--- config.mk ---
export PLATFORM = sky130hd
export DESIGN_NAME = quadrature_decoder_with_velocity_core_flat
export DESIGN_NICKNAME = d
export VERILOG_FILES = /design/src/hw/rtl/qdv_pkg.sv /design/src/hw/rtl/qdv_if.sv /design/src/hw/rtl/qdv_divider.sv /design/src/hw/rtl/qdv_datapath.sv /design/src/hw/rtl/qdv_ctrl.sv /design/src/hw/rtl/quadrature_decoder_with_velocity_core.sv /design/src/flat_wrapper.sv
export SDC_FILE = /design/constraint.sdc
export NUM_CORES = 2
export LEC_CHECK = 0
export ABC_AREA = 1
export BUFFER_PORTS_ARGS = -buffer_cell sky130_fd_sc_hd__buf_2
export CORE_MARGIN = 2
export CORE_UTILIZATION = 55
export DETAILED_ROUTE_END_ITERATION = 12
export GPL_TIMING_DRIVEN = 0
export PLACE_DENSITY_LB_ADDON = 0.3
export SYNTH_ARGS = -nofsm -noshare
export SYNTH_HDL_FRONTEND = slang
export SYNTH_HIERARCHICAL = 1
export SYNTH_SLANG_ARGS = --single-unit
--- constraint.sdc ---
create_clock -name clock -period 8.9 [get_ports clock]
set_clock_uncertainty 0.15 [all_clocks]
set_input_delay 0.445 -clock clock [delete_from_list [all_inputs] [get_ports clock]]
set_output_delay 0.445 -clock clock [all_outputs]
set_load 0.01 [all_outputs]
--- src/hw/rtl/qdv_pkg.sv ---
// Shared types, constants and the quadrature step decode for the decoder.
`timescale 1ns / 1ps
`default_nettype none

package qdv_pkg;

   // Field and datapath widths
   localparam int REG_W      = 31;
   localparam int TS_W       = 63;
   localparam int OUT_W      = 32;
   localparam int MAG_W      = 34;
   localparam int MAG_HALF_W = MAG_W / 2;
   localparam int NS_W       = 30;
   localparam int PART_W     = MAG_HALF_W + NS_W;
   localparam int PROD_W     = 64;
   localparam int CNT_W      = $clog2(PROD_W);
   localparam int CSR_IDX_W  = 1;

   // Arithmetic constants
   localparam logic [NS_W-1:0]   NS_PER_SEC   = 30'd1000000000;
   localparam logic [PROD_W-1:0] MAG_LIMIT    = 64'd9223372036;
   localparam logic [PROD_W-1:0] POS_LIMIT    = 64'h0000_0000_7FFF_FFFF;
   localparam logic [OUT_W-1:0]  VEL_POS_MAX  = 32'h7FFF_FFFF;
   localparam logic [OUT_W-1:0]  VEL_NEG_MAX  = 32'h8000_0000;
   localparam logic [REG_W-1:0]  MIN_INTERVAL_RESET = 31'd1000000;
   localparam logic [REG_W-1:0]  MAX_GAP_RESET      = 31'd2000000000;

   // Register indexes
   localparam logic [CSR_IDX_W-1:0] CSR_MIN_INTERVAL = 1'b0;
   localparam logic [CSR_IDX_W-1:0] CSR_MAX_GAP      = 1'b1;

   // Opcodes
   localparam logic OP_EDGE  = 1'b0;
   localparam logic OP_START = 1'b1;

   typedef enum logic [1:0] {
      STEP_HOLD,
      STEP_UP,
      STEP_DOWN
   } step_type;

   // Commands from the controller to the datapath
   typedef struct packed {
      logic load_in;
      logic calc;
      logic mul_lo;
      logic mul_hi;
      logic div_step;
      logic sat;
      logic load_rsp;
   } ctrl_cmd_type;

   // Commands to the multiply and divide unit
   typedef struct packed {
      logic mul_lo;
      logic mul_hi;
      logic step;
   } div_cmd_type;

   // Status back to the controller
   typedef struct packed {
      logic update;
      logic div_last;
   } dp_status_type;

   // Transition table: rows are the old phase bits, columns the new ones
   function automatic step_type qdv_step(input logic [1:0] prev, input logic [1:0] cur);
      step_type s;
      unique case ({prev, cur}) inside
         4'b0001, 4'b0111, 4'b1000, 4'b1110: s = STEP_UP;
         4'b0010, 4'b0100, 4'b1011, 4'b1101: s = STEP_DOWN;
         default:                            s = STEP_HOLD;
      endcase
      return s;
   endfunction

endpackage

`default_nettype wire

--- src/hw/rtl/qdv_if.sv ---
// Handshake interfaces for the edge event and result channels.
`timescale 1ns / 1ps
`default_nettype none

interface qdv_req_if;
   logic                       valid;
   logic                       ready;
   logic                       opcode;
   logic                       phase_sel;
   logic                       rising;
   logic [qdv_pkg::TS_W-1:0]   timestamp_ns;
   logic                       start_level_a;
   logic                       start_level_b;

   modport source (
      output valid, opcode, phase_sel, rising, timestamp_ns, start_level_a, start_level_b,
      input  ready
   );
   modport sink (
      input  valid, opcode, phase_sel, rising, timestamp_ns, start_level_a, start_level_b,
      output ready
   );
endinterface

interface qdv_rsp_if;
   logic                             valid;
   logic                             ready;
   logic signed [qdv_pkg::OUT_W-1:0] angle_count;
   logic signed [qdv_pkg::OUT_W-1:0] velocity_steps;
   logic                             velocity_updated;

   modport source (
      output valid, angle_count, velocity_steps, velocity_updated,
      input  ready
   );
   modport sink (
      input  valid, angle_count, velocity_steps, velocity_updated,
      output ready
   );
endinterface

`default_nettype wire

--- src/hw/rtl/qdv_divider.sv ---
// Multiply by 1e9 in two partial products, then a restoring divide one bit a cycle.
`timescale 1ns / 1ps
`default_nettype none

module qdv_divider (
   input  wire logic                        clock,
   input  wire logic                        reset,
   input  wire qdv_pkg::div_cmd_type        cmd,
   input  wire logic [qdv_pkg::MAG_W-1:0]   mag,
   input  wire logic [qdv_pkg::REG_W-1:0]   divisor,
   output logic      [qdv_pkg::PROD_W-1:0]  quotient,
   output logic                             last
);
   import qdv_pkg::*;

   logic [PROD_W-1:0]     dq_ff, dq_in;
   logic [REG_W-1:0]      rem_ff, rem_in;
   logic [CNT_W-1:0]      cnt_ff, cnt_in;
   logic [MAG_HALF_W-1:0] half;
   logic [PART_W-1:0]     part;
   logic [REG_W:0]        trial;
   logic                  fits;

   // Select the half of the magnitude for this partial product
   assign half = cmd.mul_hi ? mag[MAG_W-1:MAG_HALF_W] : mag[MAG_HALF_W-1:0];
   assign part = PART_W'(half) * PART_W'(NS_PER_SEC);

   // One restoring step: shift in the next dividend bit and try the subtract
   assign trial = {rem_ff, dq_ff[PROD_W-1]};
   assign fits  = trial >= {1'b0, divisor};

   always_comb begin
      dq_in  = dq_ff;
      rem_in = rem_ff;
      cnt_in = cnt_ff;
      if (cmd.mul_lo) begin
         dq_in  = PROD_W'(part);
         rem_in = '0;
         cnt_in = '0;
      end else if (cmd.mul_hi) begin
         dq_in = dq_ff + (PROD_W'(part) << MAG_HALF_W);
      end else if (cmd.step) begin
         dq_in  = {dq_ff[PROD_W-2:0], fits};
         rem_in = fits ? REG_W'(trial - {1'b0, divisor}) : trial[REG_W-1:0];
         cnt_in = cnt_ff + CNT_W'(1);
      end
   end

   always_ff @(posedge clock) begin
      if (reset) begin
         cnt_ff <= '0;
      end else begin
         cnt_ff <= cnt_in;
      end
   end

   always_ff @(posedge clock) begin
      dq_ff  <= dq_in;
      rem_ff <= rem_in;
   end

   assign quotient = dq_ff;
   assign last     = cnt_ff == '1;

endmodule

`default_nettype wire

--- src/hw/rtl/qdv_datapath.sv ---
// Decoder state, elapsed time check, velocity saturation and result register.
`timescale 1ns / 1ps
`default_nettype none

module qdv_datapath #(
   parameter int ANGLE_WIDTH = 32
) (
   input  wire logic                             clock,
   input  wire logic                             reset,
   input  wire qdv_pkg::ctrl_cmd_type            cmd,
   output qdv_pkg::dp_status_type                status,
   input  wire logic                             csr_write_en,
   input  wire logic [qdv_pkg::CSR_IDX_W-1:0]    csr_index,
   input  wire logic [qdv_pkg::REG_W-1:0]        csr_write_data,
   input  wire logic                             req_opcode,
   input  wire logic                             req_phase_sel,
   input  wire logic                             req_rising,
   input  wire logic [qdv_pkg::TS_W-1:0]         req_timestamp_ns,
   input  wire logic                             req_start_level_a,
   input  wire logic                             req_start_level_b,
   output logic signed [qdv_pkg::OUT_W-1:0]      rsp_angle_count,
   output logic signed [qdv_pkg::OUT_W-1:0]      rsp_velocity_steps,
   output logic                                  rsp_velocity_updated
);
   import qdv_pkg::*;

   // Configuration
   logic [REG_W-1:0] min_ff, min_in;
   logic [REG_W-1:0] gap_ff, gap_in;

   // Captured beat
   logic            op_ff, sel_ff, rise_ff, lva_ff, lvb_ff;
   logic [TS_W-1:0] ts_ff;

   // Decoder state
   logic [1:0]             phase_ff, phase_in;
   logic [ANGLE_WIDTH-1:0] angle_ff, angle_in;
   logic [ANGLE_WIDTH-1:0] ref_angle_ff, ref_angle_in;
   logic [TS_W-1:0]        ref_time_ff, ref_time_in;
   logic [OUT_W-1:0]       vel_ff, vel_in;

   // Velocity job
   logic             upd_ff, neg_ff, big_ff;
   logic [MAG_W-1:0] mag_ff;
   logic [REG_W-1:0] elapsed_ff;

   // Result register
   logic [OUT_W-1:0] out_angle_ff, out_vel_ff;
   logic             out_upd_ff;

   logic                   new_bit;
   logic [1:0]             cur;
   step_type               step;
   logic [ANGLE_WIDTH-1:0] angle_next, delta, mag_w;
   logic [TS_W:0]          diff;
   logic                   diff_pos, over_gap, upd_c;
   logic [REG_W-1:0]       elapsed_c;
   logic [PROD_W-1:0]      mag64, quotient;
   div_cmd_type            div_cmd;
   logic                   div_last;

   // Apply configuration writes
   always_comb begin
      min_in = min_ff;
      gap_in = gap_ff;
      if (csr_write_en) begin
         unique case (csr_index)
            CSR_MIN_INTERVAL: min_in = csr_write_data;
            CSR_MAX_GAP:      gap_in = csr_write_data;
            default:          ;
         endcase
      end
   end

   // Phase update and angle step
   assign new_bit = ~rise_ff;
   assign cur     = sel_ff ? {phase_ff[1], new_bit} : {new_bit, phase_ff[0]};
   assign step    = qdv_step(phase_ff, cur);

   always_comb begin
      unique case (step)
         STEP_UP:   angle_next = angle_ff + ANGLE_WIDTH'(1);
         STEP_DOWN: angle_next = angle_ff - ANGLE_WIDTH'(1);
         default:   angle_next = angle_ff;
      endcase
   end

   // Elapsed time, limited to the gap; a negative time never updates
   assign diff      = {1'b0, ts_ff} - {1'b0, ref_time_ff};
   assign diff_pos  = ~diff[TS_W];
   assign over_gap  = diff[TS_W-1:0] > TS_W'(gap_ff);
   assign elapsed_c = over_gap ? gap_ff : diff[REG_W-1:0];
   assign upd_c     = (op_ff == OP_EDGE) && diff_pos && (elapsed_c > min_ff);

   // Signed angle change and its magnitude
   assign delta = angle_next - ref_angle_ff;
   assign mag_w = delta[ANGLE_WIDTH-1] ? (~delta + ANGLE_WIDTH'(1)) : delta;
   assign mag64 = PROD_W'(mag_w);

   // Advance the decoder state
   always_comb begin
      phase_in     = phase_ff;
      angle_in     = angle_ff;
      ref_angle_in = ref_angle_ff;
      ref_time_in  = ref_time_ff;
      vel_in       = vel_ff;
      if (cmd.calc) begin
         if (op_ff == OP_START) begin
            phase_in     = {~lva_ff, ~lvb_ff};
            angle_in     = '0;
            ref_angle_in = '0;
            ref_time_in  = ts_ff;
            vel_in       = '0;
         end else begin
            phase_in = cur;
            angle_in = angle_next;
            if (upd_c) begin
               ref_angle_in = angle_next;
               ref_time_in  = ts_ff;
            end
         end
      end else if (cmd.sat) begin
         // Saturate the quotient and restore the sign
         if (neg_ff) begin
            if (big_ff || quotient > POS_LIMIT) begin
               vel_in = VEL_NEG_MAX;
            end else begin
               vel_in = ~quotient[OUT_W-1:0] + OUT_W'(1);
            end
         end else begin
            if (big_ff || quotient > POS_LIMIT) begin
               vel_in = VEL_POS_MAX;
            end else begin
               vel_in = quotient[OUT_W-1:0];
            end
         end
      end
   end

   always_ff @(posedge clock) begin
      if (reset) begin
         min_ff       <= MIN_INTERVAL_RESET;
         gap_ff       <= MAX_GAP_RESET;
         phase_ff     <= '0;
         angle_ff     <= '0;
         ref_angle_ff <= '0;
         ref_time_ff  <= '0;
         vel_ff       <= '0;
      end else begin
         min_ff       <= min_in;
         gap_ff       <= gap_in;
         phase_ff     <= phase_in;
         angle_ff     <= angle_in;
         ref_angle_ff <= ref_angle_in;
         ref_time_ff  <= ref_time_in;
         vel_ff       <= vel_in;
      end
   end

   // Capture the beat, the velocity job and the result
   always_ff @(posedge clock) begin
      if (cmd.load_in) begin
         op_ff   <= req_opcode;
         sel_ff  <= req_phase_sel;
         rise_ff <= req_rising;
         ts_ff   <= req_timestamp_ns;
         lva_ff  <= req_start_level_a;
         lvb_ff  <= req_start_level_b;
      end
      if (cmd.calc) begin
         upd_ff     <= upd_c;
         neg_ff     <= delta[ANGLE_WIDTH-1];
         big_ff     <= mag64 > MAG_LIMIT;
         mag_ff     <= mag64[MAG_W-1:0];
         elapsed_ff <= elapsed_c;
      end
      if (cmd.load_rsp) begin
         out_angle_ff <= OUT_W'(angle_ff);
         out_vel_ff   <= vel_ff;
         out_upd_ff   <= upd_ff;
      end
   end

   assign div_cmd.mul_lo = cmd.mul_lo;
   assign div_cmd.mul_hi = cmd.mul_hi;
   assign div_cmd.step   = cmd.div_step;

   qdv_divider u_divider (
      .clock    (clock),
      .reset    (reset),
      .cmd      (div_cmd),
      .mag      (mag_ff),
      .divisor  (elapsed_ff),
      .quotient (quotient),
      .last     (div_last)
   );

   assign status.update   = upd_c;
   assign status.div_last = div_last;

   assign rsp_angle_count      = $signed(out_angle_ff);
   assign rsp_velocity_steps   = $signed(out_vel_ff);
   assign rsp_velocity_updated = out_upd_ff;

endmodule

`default_nettype wire

--- src/hw/rtl/qdv_ctrl.sv ---
// Controller sequencing each beat: evaluate, multiply, divide, saturate, output.
`timescale 1ns / 1ps
`default_nettype none

module qdv_ctrl (
   input  wire logic                    clock,
   input  wire logic                    reset,
   input  wire logic                    req_valid,
   output logic                         req_ready,
   output logic                         rsp_valid,
   input  wire logic                    rsp_ready,
   input  wire qdv_pkg::dp_status_type  status,
   output qdv_pkg::ctrl_cmd_type        cmd
);
   import qdv_pkg::*;

   typedef enum logic [6:0] {
      S_IDLE   = 7'b0000001,
      S_CALC   = 7'b0000010,
      S_MUL_LO = 7'b0000100,
      S_MUL_HI = 7'b0001000,
      S_DIV    = 7'b0010000,
      S_SAT    = 7'b0100000,
      S_OUT    = 7'b1000000
   } state_type;

   state_type state_ff, state_in;
   logic      rsp_valid_ff, rsp_valid_in;
   logic      slot_free;

   assign slot_free = ~rsp_valid_ff | rsp_ready;

   // Next state and commands
   always_comb begin
      state_in     = state_ff;
      cmd          = '0;
      req_ready    = 1'b0;
      rsp_valid_in = rsp_valid_ff & ~rsp_ready;
      unique case (state_ff)
         S_IDLE: begin
            req_ready = 1'b1;
            if (req_valid) begin
               cmd.load_in = 1'b1;
               state_in    = S_CALC;
            end
         end
         S_CALC: begin
            cmd.calc = 1'b1;
            state_in = status.update ? S_MUL_LO : S_OUT;
         end
         S_MUL_LO: begin
            cmd.mul_lo = 1'b1;
            state_in   = S_MUL_HI;
         end
         S_MUL_HI: begin
            cmd.mul_hi = 1'b1;
            state_in   = S_DIV;
         end
         S_DIV: begin
            cmd.div_step = 1'b1;
            if (status.div_last) begin
               state_in = S_SAT;
            end
         end
         S_SAT: begin
            cmd.sat  = 1'b1;
            state_in = S_OUT;
         end
         S_OUT: begin
            // Hold until the result register is free
            if (slot_free) begin
               cmd.load_rsp = 1'b1;
               rsp_valid_in = 1'b1;
               state_in     = S_IDLE;
            end
         end
         default: state_in = S_IDLE;
      endcase
   end

   always_ff @(posedge clock) begin
      if (reset) begin
         state_ff     <= S_IDLE;
         rsp_valid_ff <= 1'b0;
      end else begin
         state_ff     <= state_in;
         rsp_valid_ff <= rsp_valid_in;
      end
   end

   assign rsp_valid = rsp_valid_ff;

endmodule

`default_nettype wire

--- src/hw/rtl/quadrature_decoder_with_velocity_core.sv ---
// Top level of the x4 quadrature decoder with velocity estimate.
//
// Edge events arrive as beats on req_chan: a start beat loads the phase levels
// and clears angle and velocity; an edge beat steps the angle and, once more
// than min_interval_ns has passed since the last update, recomputes velocity.
// Each beat gives exactly one result beat on rsp_chan.
// Registers are written through csr_write_en / csr_index / csr_write_data:
// index 0 is min_interval_ns, index 1 is max_gap_ns.
// Sequence: a beat that does not update velocity goes from evaluate straight
// to output; one that updates first passes through two partial-product
// multiplies, the 64-step restoring divider and saturation. One beat is in
// work at a time and the next is accepted in the cycle after the result is
// loaded.
// The result sits in an output register, so a new beat is accepted while the
// previous result waits; if the receiver still stalls when the next result is
// ready, the block holds that result and accepts nothing until a slot frees.
// Reset clears angle, phase, references and velocity and restores register
// defaults; no result is pending afterwards.
`timescale 1ns / 1ps
`default_nettype none

module quadrature_decoder_with_velocity_core #(
   parameter int ANGLE_WIDTH = 32
) (
   input  wire logic                           clock,
   input  wire logic                           reset,
   qdv_req_if.sink                             req_chan,
   qdv_rsp_if.source                           rsp_chan,
   input  wire logic                           csr_write_en,
   input  wire logic [qdv_pkg::CSR_IDX_W-1:0]  csr_index,
   input  wire logic [qdv_pkg::REG_W-1:0]      csr_write_data
);
   import qdv_pkg::*;

   ctrl_cmd_type  cmd;
   dp_status_type status;

   qdv_ctrl u_ctrl (
      .clock     (clock),
      .reset     (reset),
      .req_valid (req_chan.valid),
      .req_ready (req_chan.ready),
      .rsp_valid (rsp_chan.valid),
      .rsp_ready (rsp_chan.ready),
      .status    (status),
      .cmd       (cmd)
   );

   qdv_datapath #(
      .ANGLE_WIDTH (ANGLE_WIDTH)
   ) u_datapath (
      .clock                (clock),
      .reset                (reset),
      .cmd                  (cmd),
      .status               (status),
      .csr_write_en         (csr_write_en),
      .csr_index            (csr_index),
      .csr_write_data       (csr_write_data),
      .req_opcode           (req_chan.opcode),
      .req_phase_sel        (req_chan.phase_sel),
      .req_rising           (req_chan.rising),
      .req_timestamp_ns     (req_chan.timestamp_ns),
      .req_start_level_a    (req_chan.start_level_a),
      .req_start_level_b    (req_chan.start_level_b),
      .rsp_angle_count      (rsp_chan.angle_count),
      .rsp_velocity_steps   (rsp_chan.velocity_steps),
      .rsp_velocity_updated (rsp_chan.velocity_updated)
   );

endmodule

`default_nettype wire

--- src/flat_wrapper.sv ---
// flat-port wrapper written by rule: the top's interface ports become plain ports
module quadrature_decoder_with_velocity_core_flat import qdv_pkg::*;
#(
   parameter int ANGLE_WIDTH = 32
)
  (clock, reset, csr_write_en, csr_index, csr_write_data, req_chan_valid, req_chan_opcode, req_chan_phase_sel, req_chan_rising, req_chan_timestamp_ns, req_chan_start_level_a, req_chan_start_level_b, req_chan_ready, rsp_chan_valid, rsp_chan_angle_count, rsp_chan_velocity_steps, rsp_chan_velocity_updated, rsp_chan_ready);
  qdv_req_if req_chan_i ();
  qdv_rsp_if rsp_chan_i ();
  input  wire logic clock;
  input  wire logic reset;
  input  wire logic csr_write_en;
  input  wire logic [qdv_pkg::CSR_IDX_W-1:0] csr_index;
  input  wire logic [qdv_pkg::REG_W-1:0] csr_write_data;
  input wire logic [$bits(req_chan_i.valid)-1:0] req_chan_valid;
  input wire logic [$bits(req_chan_i.opcode)-1:0] req_chan_opcode;
  input wire logic [$bits(req_chan_i.phase_sel)-1:0] req_chan_phase_sel;
  input wire logic [$bits(req_chan_i.rising)-1:0] req_chan_rising;
  input wire logic [$bits(req_chan_i.timestamp_ns)-1:0] req_chan_timestamp_ns;
  input wire logic [$bits(req_chan_i.start_level_a)-1:0] req_chan_start_level_a;
  input wire logic [$bits(req_chan_i.start_level_b)-1:0] req_chan_start_level_b;
  output wire logic [$bits(req_chan_i.ready)-1:0] req_chan_ready;
  output wire logic [$bits(rsp_chan_i.valid)-1:0] rsp_chan_valid;
  output wire logic [$bits(rsp_chan_i.angle_count)-1:0] rsp_chan_angle_count;
  output wire logic [$bits(rsp_chan_i.velocity_steps)-1:0] rsp_chan_velocity_steps;
  output wire logic [$bits(rsp_chan_i.velocity_updated)-1:0] rsp_chan_velocity_updated;
  input wire logic [$bits(rsp_chan_i.ready)-1:0] rsp_chan_ready;
  assign req_chan_i.valid = req_chan_valid;
  assign req_chan_i.opcode = req_chan_opcode;
  assign req_chan_i.phase_sel = req_chan_phase_sel;
  assign req_chan_i.rising = req_chan_rising;
  assign req_chan_i.timestamp_ns = req_chan_timestamp_ns;
  assign req_chan_i.start_level_a = req_chan_start_level_a;
  assign req_chan_i.start_level_b = req_chan_start_level_b;
  assign req_chan_ready = req_chan_i.ready;
  assign rsp_chan_valid = rsp_chan_i.valid;
  assign rsp_chan_angle_count = rsp_chan_i.angle_count;
  assign rsp_chan_velocity_steps = rsp_chan_i.velocity_steps;
  assign rsp_chan_velocity_updated = rsp_chan_i.velocity_updated;
  assign rsp_chan_i.ready = rsp_chan_ready;
  quadrature_decoder_with_velocity_core #(.ANGLE_WIDTH(ANGLE_WIDTH)) u_core (.clock(clock), .reset(reset), .req_chan(req_chan_i), .rsp_chan(rsp_chan_i), .csr_write_en(csr_write_en), .csr_index(csr_index), .csr_write_data(csr_write_data));
endmodule
* After elaboration in Yosys (flattened, before gate mapping) *
Index checks and enable logic that the tools add are counted.

storage, ports and cells
  register bits = 531
  bits of input ports = 105
  output and inout bits = 67
  word-level logic and storage cells = 132

cells by class
  add/sub/neg operators = 9
  multiply operators = 1
  order comparisons = 5
  eq/ne operators = 22
  multiplexer cells = 39
  bitwise operators = 13
  reduce and logical (&&, ||, !) cells = 16

operator list
  operator                  number
  $mux W32                  10
  $mux W64                  2
  $mux W63                  2
  $add A32 B1 Y32 const B   3
  $add A64 B64 Y64          1
  $gt A64 B31 Y1 const B    1
  $not A32 Y32              2
  $pmux W32 S2              1
  $sub A63 B63 Y64          1
  $gt A63 B31 Y1            1
  $mux W31                  2
  $pmux W7 S7               1
  $mux W47                  1
  $mul A17 B21 Y38 const B  1
  $gt A32 B34 Y1 const B    1
  $ge A32 B31 Y1            1
  $sub A32 B1 Y32 const B   1
  $sub A32 B32 Y32          1
  $gt A31 B31 Y1            1
  $sub A31 B31 Y31          1
  $mux W7                   4
  $mux W17                  1
  $eq A4 B4 Y1 const B      4
  $mux W1                   12
  other kinds (28)          49

* Logic depth before layout (Yosys ltp) *
  depth after elaboration = 12
  depth in mapped cells = 45
  mapped depth without buffers = 43

* Modules after synthesis *
Netlist, hierarchy kept.

by module, submodules not included
  module        times used  cells each  area each (um^2)  seq. area each (um^2)
  qdv_datapath  1           4,265       29,422.0          10,410.0
  qdv_divider   1           2,188       15,980.3          2,402.3
  qdv_ctrl      1           76          515.5             160.2

* Worst setup path before layout *
Ideal clock, no wire load.

  kind = flip-flop to flip-flop
  start point = reg u_core.u_ctrl.state_ff[4]
  end point = reg u_core.u_datapath.u_divider.dq_ff[62] (netlist: u_core/u_datapath/u_divider/quotient[62])
  library setup time = 132 ps
  data arrival time = 7,370 ps
  data required time = 8,618 ps
  path slack = 1,248 ps
  cell stages (with the launch flop) = 40
  buffers on the path = 2
  period minus slack after synthesis = 7,652 ps
  cells stage by stage = dfxtp_1 inv_1 nand2_2 nor2_4 nand2_1 inv_1 buf_2 inv_2 clkbuf_1 or2_2 o21ai_0 inv_1 fa_1 inv_1 fa_1 inv_1 fa_1 fa_1 [4 not listed] ha_1 a21oi_1 o21ai_0 nand2_1 nand2_1 a221oi_1 nand2_1 nand2_1 nand2_1 ha_1 inv_1 nor3_1 and3_1 o21ai_0 nand3_1 nand2_1 nand3_1 a21oi_1

RTL lines
  element                   line               source
  start: declaration        qdv_ctrl.sv:27     state_type state_ff, state_in;
  start signal: assignment  qdv_ctrl.sv:86     state_ff <= state_in;
  end signal: assignment    qdv_divider.sv:58  dq_ff <= dq_in;
  end: declaration          qdv_divider.sv:16  logic [PROD_W-1:0] dq_ff, dq_in;

==> flow_summary_export.csv <==
group,metric,value,unit
placement,io_buffers,171,
global_routing,track_usage,0.3340,
clocking,clock_path_buffers,3,
logic_synthesis,synth_common_cells,"nand2_1, inv_1, nor2_1",
logic_synthesis,async_flop_share,0,
placement,gp_congestion,0.9872,
global_routing,grt_pass1_wl,226.0,mm
critical_path,r2r_end,"u_core/u_datapath/u_divider/quotient[62]$_SDFFE_PP0P_",
clocking,root_buffer,"clkbuf_16",
logic_synthesis,synth_compound_area_frac,0.1282,
detailed_routing,drc,0,
global_routing,grt_max_degree,40,
logic_synthesis,yosys.area_share.adder,0.1756,
critical_path,cp_data_required_time,9320,ps
critical_path,critPathMaxStageDelay,550,ps
floorplanning,die-height,292.9,um
timing,setup_viol,0,
timing,maxSlewHeadroom,0.2867,
floorplanning,die-area,85810,um2
timing,fin_crit,8598,ps
logic_synthesis,synth_edf_count,236,
logic_synthesis,synthMuxAreaShare,0.0002180,
hold_path,holdPathEnd,"u_core/u_datapath/gap_ff[7]$_SDFFE_PP0P_",
critical_path,worst-setup-path-type,"reg -> reg",
timing,rsz0062_at_grt,"true",
detailed_routing,detail_route.vias_per_cell,5.539,
logic_synthesis,synth_top_family_by_area,"simple AND/OR/NAND/NOR gates",
logic_synthesis,post_synth.cell_area_avg,7.033,um2
flow_run,max_cap_violations,0,
floorplanning,core-area,82370,um2
detailed_routing,dr.pass1.iters,6,
critical_path,endpoint_kind,"flip-flop",
global_routing,grt_pass1_vias,41390,
logic_synthesis,synth-simple-area-share,0.2757,
timing,post-route-period-util,0.9660,
logic_synthesis,synth_seq_cells,530,
timing,worst_pin_slew,1070,ps
logic_synthesis,synth_xor_area_frac,0.02725,
logic_synthesis,synth_ff_type,"dfxtp_1",
logic_synthesis,yosysMostFrequentCell,"nand2_1",
floorplanning,pin_count,172,
floorplanning,fp.dieW,292.9,um
global_routing,grt_overflow,0,
finish,syn_to_final_growth,12.80,%
timing,final_hold_viol_count,0,
detailed_routing,drt_iter0_drc,3884,
finish,final_nets,7541,
logic_synthesis,synth_largest_area_cell,"edfxtp_1",
detailed_routing,ant_nets,0,
detailed_routing,via_count,44310,
critical_path,crit_slowest_cell,"fa_1",
clocking,ctsHtreeMaxLevel,2,
status,status,"complete, no violations",
finish,final_core_util,0.6288,
finish,drive_above_1_share,0.09568,
clocking,clkSinkCount,530,
critical_path,critPathArrivalTime,9020,ps
critical_path,r2r_cells,39,
clocking,clk_latency,660,ps
clocking,cts_buffers,58,
hold_path,worstHoldPathCells,3,
hold_path,hold_class,"in -> reg",
hold_path,min_from,"csr_write_data[7]",
detailed_routing,wire_per_inst,18.29,um
logic_synthesis,synth_top_area_share,0.1543,
timing,max_freq,116.3,MHz
logic_synthesis,syn_inst,6529,
floorplanning,start_util,0.5574,
critical_path,r2r-start,"u_core/u_ctrl/state_ff[4]$_SDFFE_PP0P_",
floorplanning,row_count,105,
timing,report.final.slew_viol_count,0,
placement,dp.final_hpwl,117.8,mm
critical_path,cp_common_cell,"inv_1",
logic_synthesis,synth_top_cells_by_area,"edfxtp_1, nand2_1, dfxtp_1, ha_1, inv_1",
critical_path,critPathMaxFanout,10,
logic_synthesis,yosysUniqueCellTypes,70,
global_routing,antenna_found_initial,3,
clocking,cts_tree,"yes",
logic_synthesis,ys_warn_count,6,
detailed_routing,drt-total-wl,146.3,mm
logic_synthesis,synthesis.area,45920,um2
critical_path,cp-start-kind,"flip-flop",
critical_path,ff2ff_setup_slack,300,ps
clocking,clkSlewWorstSetupHoldPaths,60,ps
logic_synthesis,synth-seq-area-share,0.2825,
worst max-delay path by stage:
stage | start | end | slack, ps | cells past startpoint
after floorplan | u_core/u_ctrl/state_ff[4]$_SDFFE_PP0P_ | u_core/u_datapath/u_divider/quotient[62]$_SDFFE_PP0P_ | 1250 | 39
after global placement | u_core/u_ctrl/state_ff[4]$_SDFFE_PP0P_ | u_core/u_datapath/u_divider/quotient[58]$_SDFFE_PP0P_ | -590 | 39
after detailed placement | u_core/u_ctrl/state_ff[4]$_SDFFE_PP0P_ | u_core/u_datapath/u_divider/quotient[58]$_SDFFE_PP0P_ | -610 | 39
after CTS | u_core/u_ctrl/state_ff[4]$_SDFFE_PP0P_ | u_core/u_datapath/u_divider/quotient[59]$_SDFFE_PP0P_ | 3 | 42
after global routing | u_core/u_ctrl/state_ff[4]$_SDFFE_PP0P_ | u_core/u_datapath/u_divider/quotient[62]$_SDFFE_PP0P_ | -60 | 39
final | u_core/u_ctrl/state_ff[4]$_SDFFE_PP0P_ | u_core/u_datapath/u_divider/quotient[62]$_SDFFE_PP0P_ | 300 | 39
worst max-delay path, delay by kind of cell, from the launching register on:
family | cells | cell delay (ps)
xor+xnor | 1 | 340
fa+ha+maj | 8 | 3780
flops | 1 | 340
buf+inv | 11 | 1190
simple gates | 12 | 1570
compound gates | 7 | 1140
final cells by class:
cell class                 instances  area, um2
clock inverter                    43      520.5
clock buffer                      67       1505
buffer                           150      799.5
inverter                        1142       4292
fill                            7588      30580
sequential                       530      12970
antenna                            1      2.502
multi-input combinational       4708      28310
timing repair buffer             289       2052
tap                             1070       1339
cell families after synthesis:
family	after synthesis
compound gates	1070
xor+xnor	142
fa+ha+maj	557
buf+inv	1292
flops	530
mux	1
other cells	1
simple gates	2936
per-layer routing:
metal	wire length, um	track usage	up-vias
met5	0	0	-
met4	5711	0.1173	0
met3	10990	0.04054	316
met2	64610	0.5353	1667
met1	65030	0.4659	20540
li1	-	-	21790
sequential cells by signal (all words and copies together) (netlist names), 2 cells and up:
register,flops
u_core/u_datapath/u_divider/quotient,64
u_core/u_datapath/ref_time_ff,63
u_core/u_datapath/ts_ff,63
u_core/u_datapath/angle_ff,32
u_core/u_datapath/mag_ff,32
u_core/u_datapath/ref_angle_ff,32
u_core/u_datapath/rsp_angle_count,32
u_core/u_datapath/rsp_velocity_steps,32
u_core/u_datapath/vel_ff,32
u_core/u_datapath/elapsed_ff,31
u_core/u_datapath/gap_ff,31
u_core/u_datapath/min_ff,31
u_core/u_datapath/u_divider/rem_ff,31
u_core/u_ctrl/state_ff,7
u_core/u_datapath/u_divider/cnt_ff,6
u_core/u_datapath/phase_ff,2
layout by cell type, fill, tap and decap left out, types with 146 or more instances in the layout:
| cell | n |
|---|---|
| edfxtp_1 | 236 |
| dfxtp_1 | 294 |
| inv_1 | 1102 |
| nand3_1 | 338 |
| nand2_1 | 1639 |
| a21oi_1 | 464 |
| ha_1 | 391 |
| nor2_1 | 542 |
| buf_2 | 190 |
| o21ai_0 | 359 |
| fa_1 | 146 |
through the flow:
| stage | hold WS, ps | std cells | setup WS, ps | setup TNS [ps] | area [um2] |
|---|---|---|---|---|---|
| 2_1_floorplan | 250.3 | 6530 | 1248 | 0 | 45920 |
| 3_3_place_gp | 252.2 | 7771 | -588.9 | -5923 | 48120 |
| 3_5_place_dp | 264.6 | 7776 | -610.5 | -6759 | 48230 |
| 4_1_cts | 8.151 | 7986 | 2.871 | 0 | 51370 |
| 5_1_grt | 62.93 | 7999 | -61.33 | -221.8 | 51790 |
| 6_report | 32.99 | 8000 | 302.2 | 0 | 51800 |
repair_timing:
item / in CTS / in global routing
resized for setup: 41 / 84
setup buffers: 1 / 13
gates cloned: 0 / 0
hold buffers: 99 / 0
endpoints found under the setup margin: 20 / 20
hold endpoints to repair: 125 / 0
pin swaps: 0 / 4
Power is left out: the tool's default activity adds up to more than one toggle a clock period on the data nets, which glitch-free logic cannot reach.
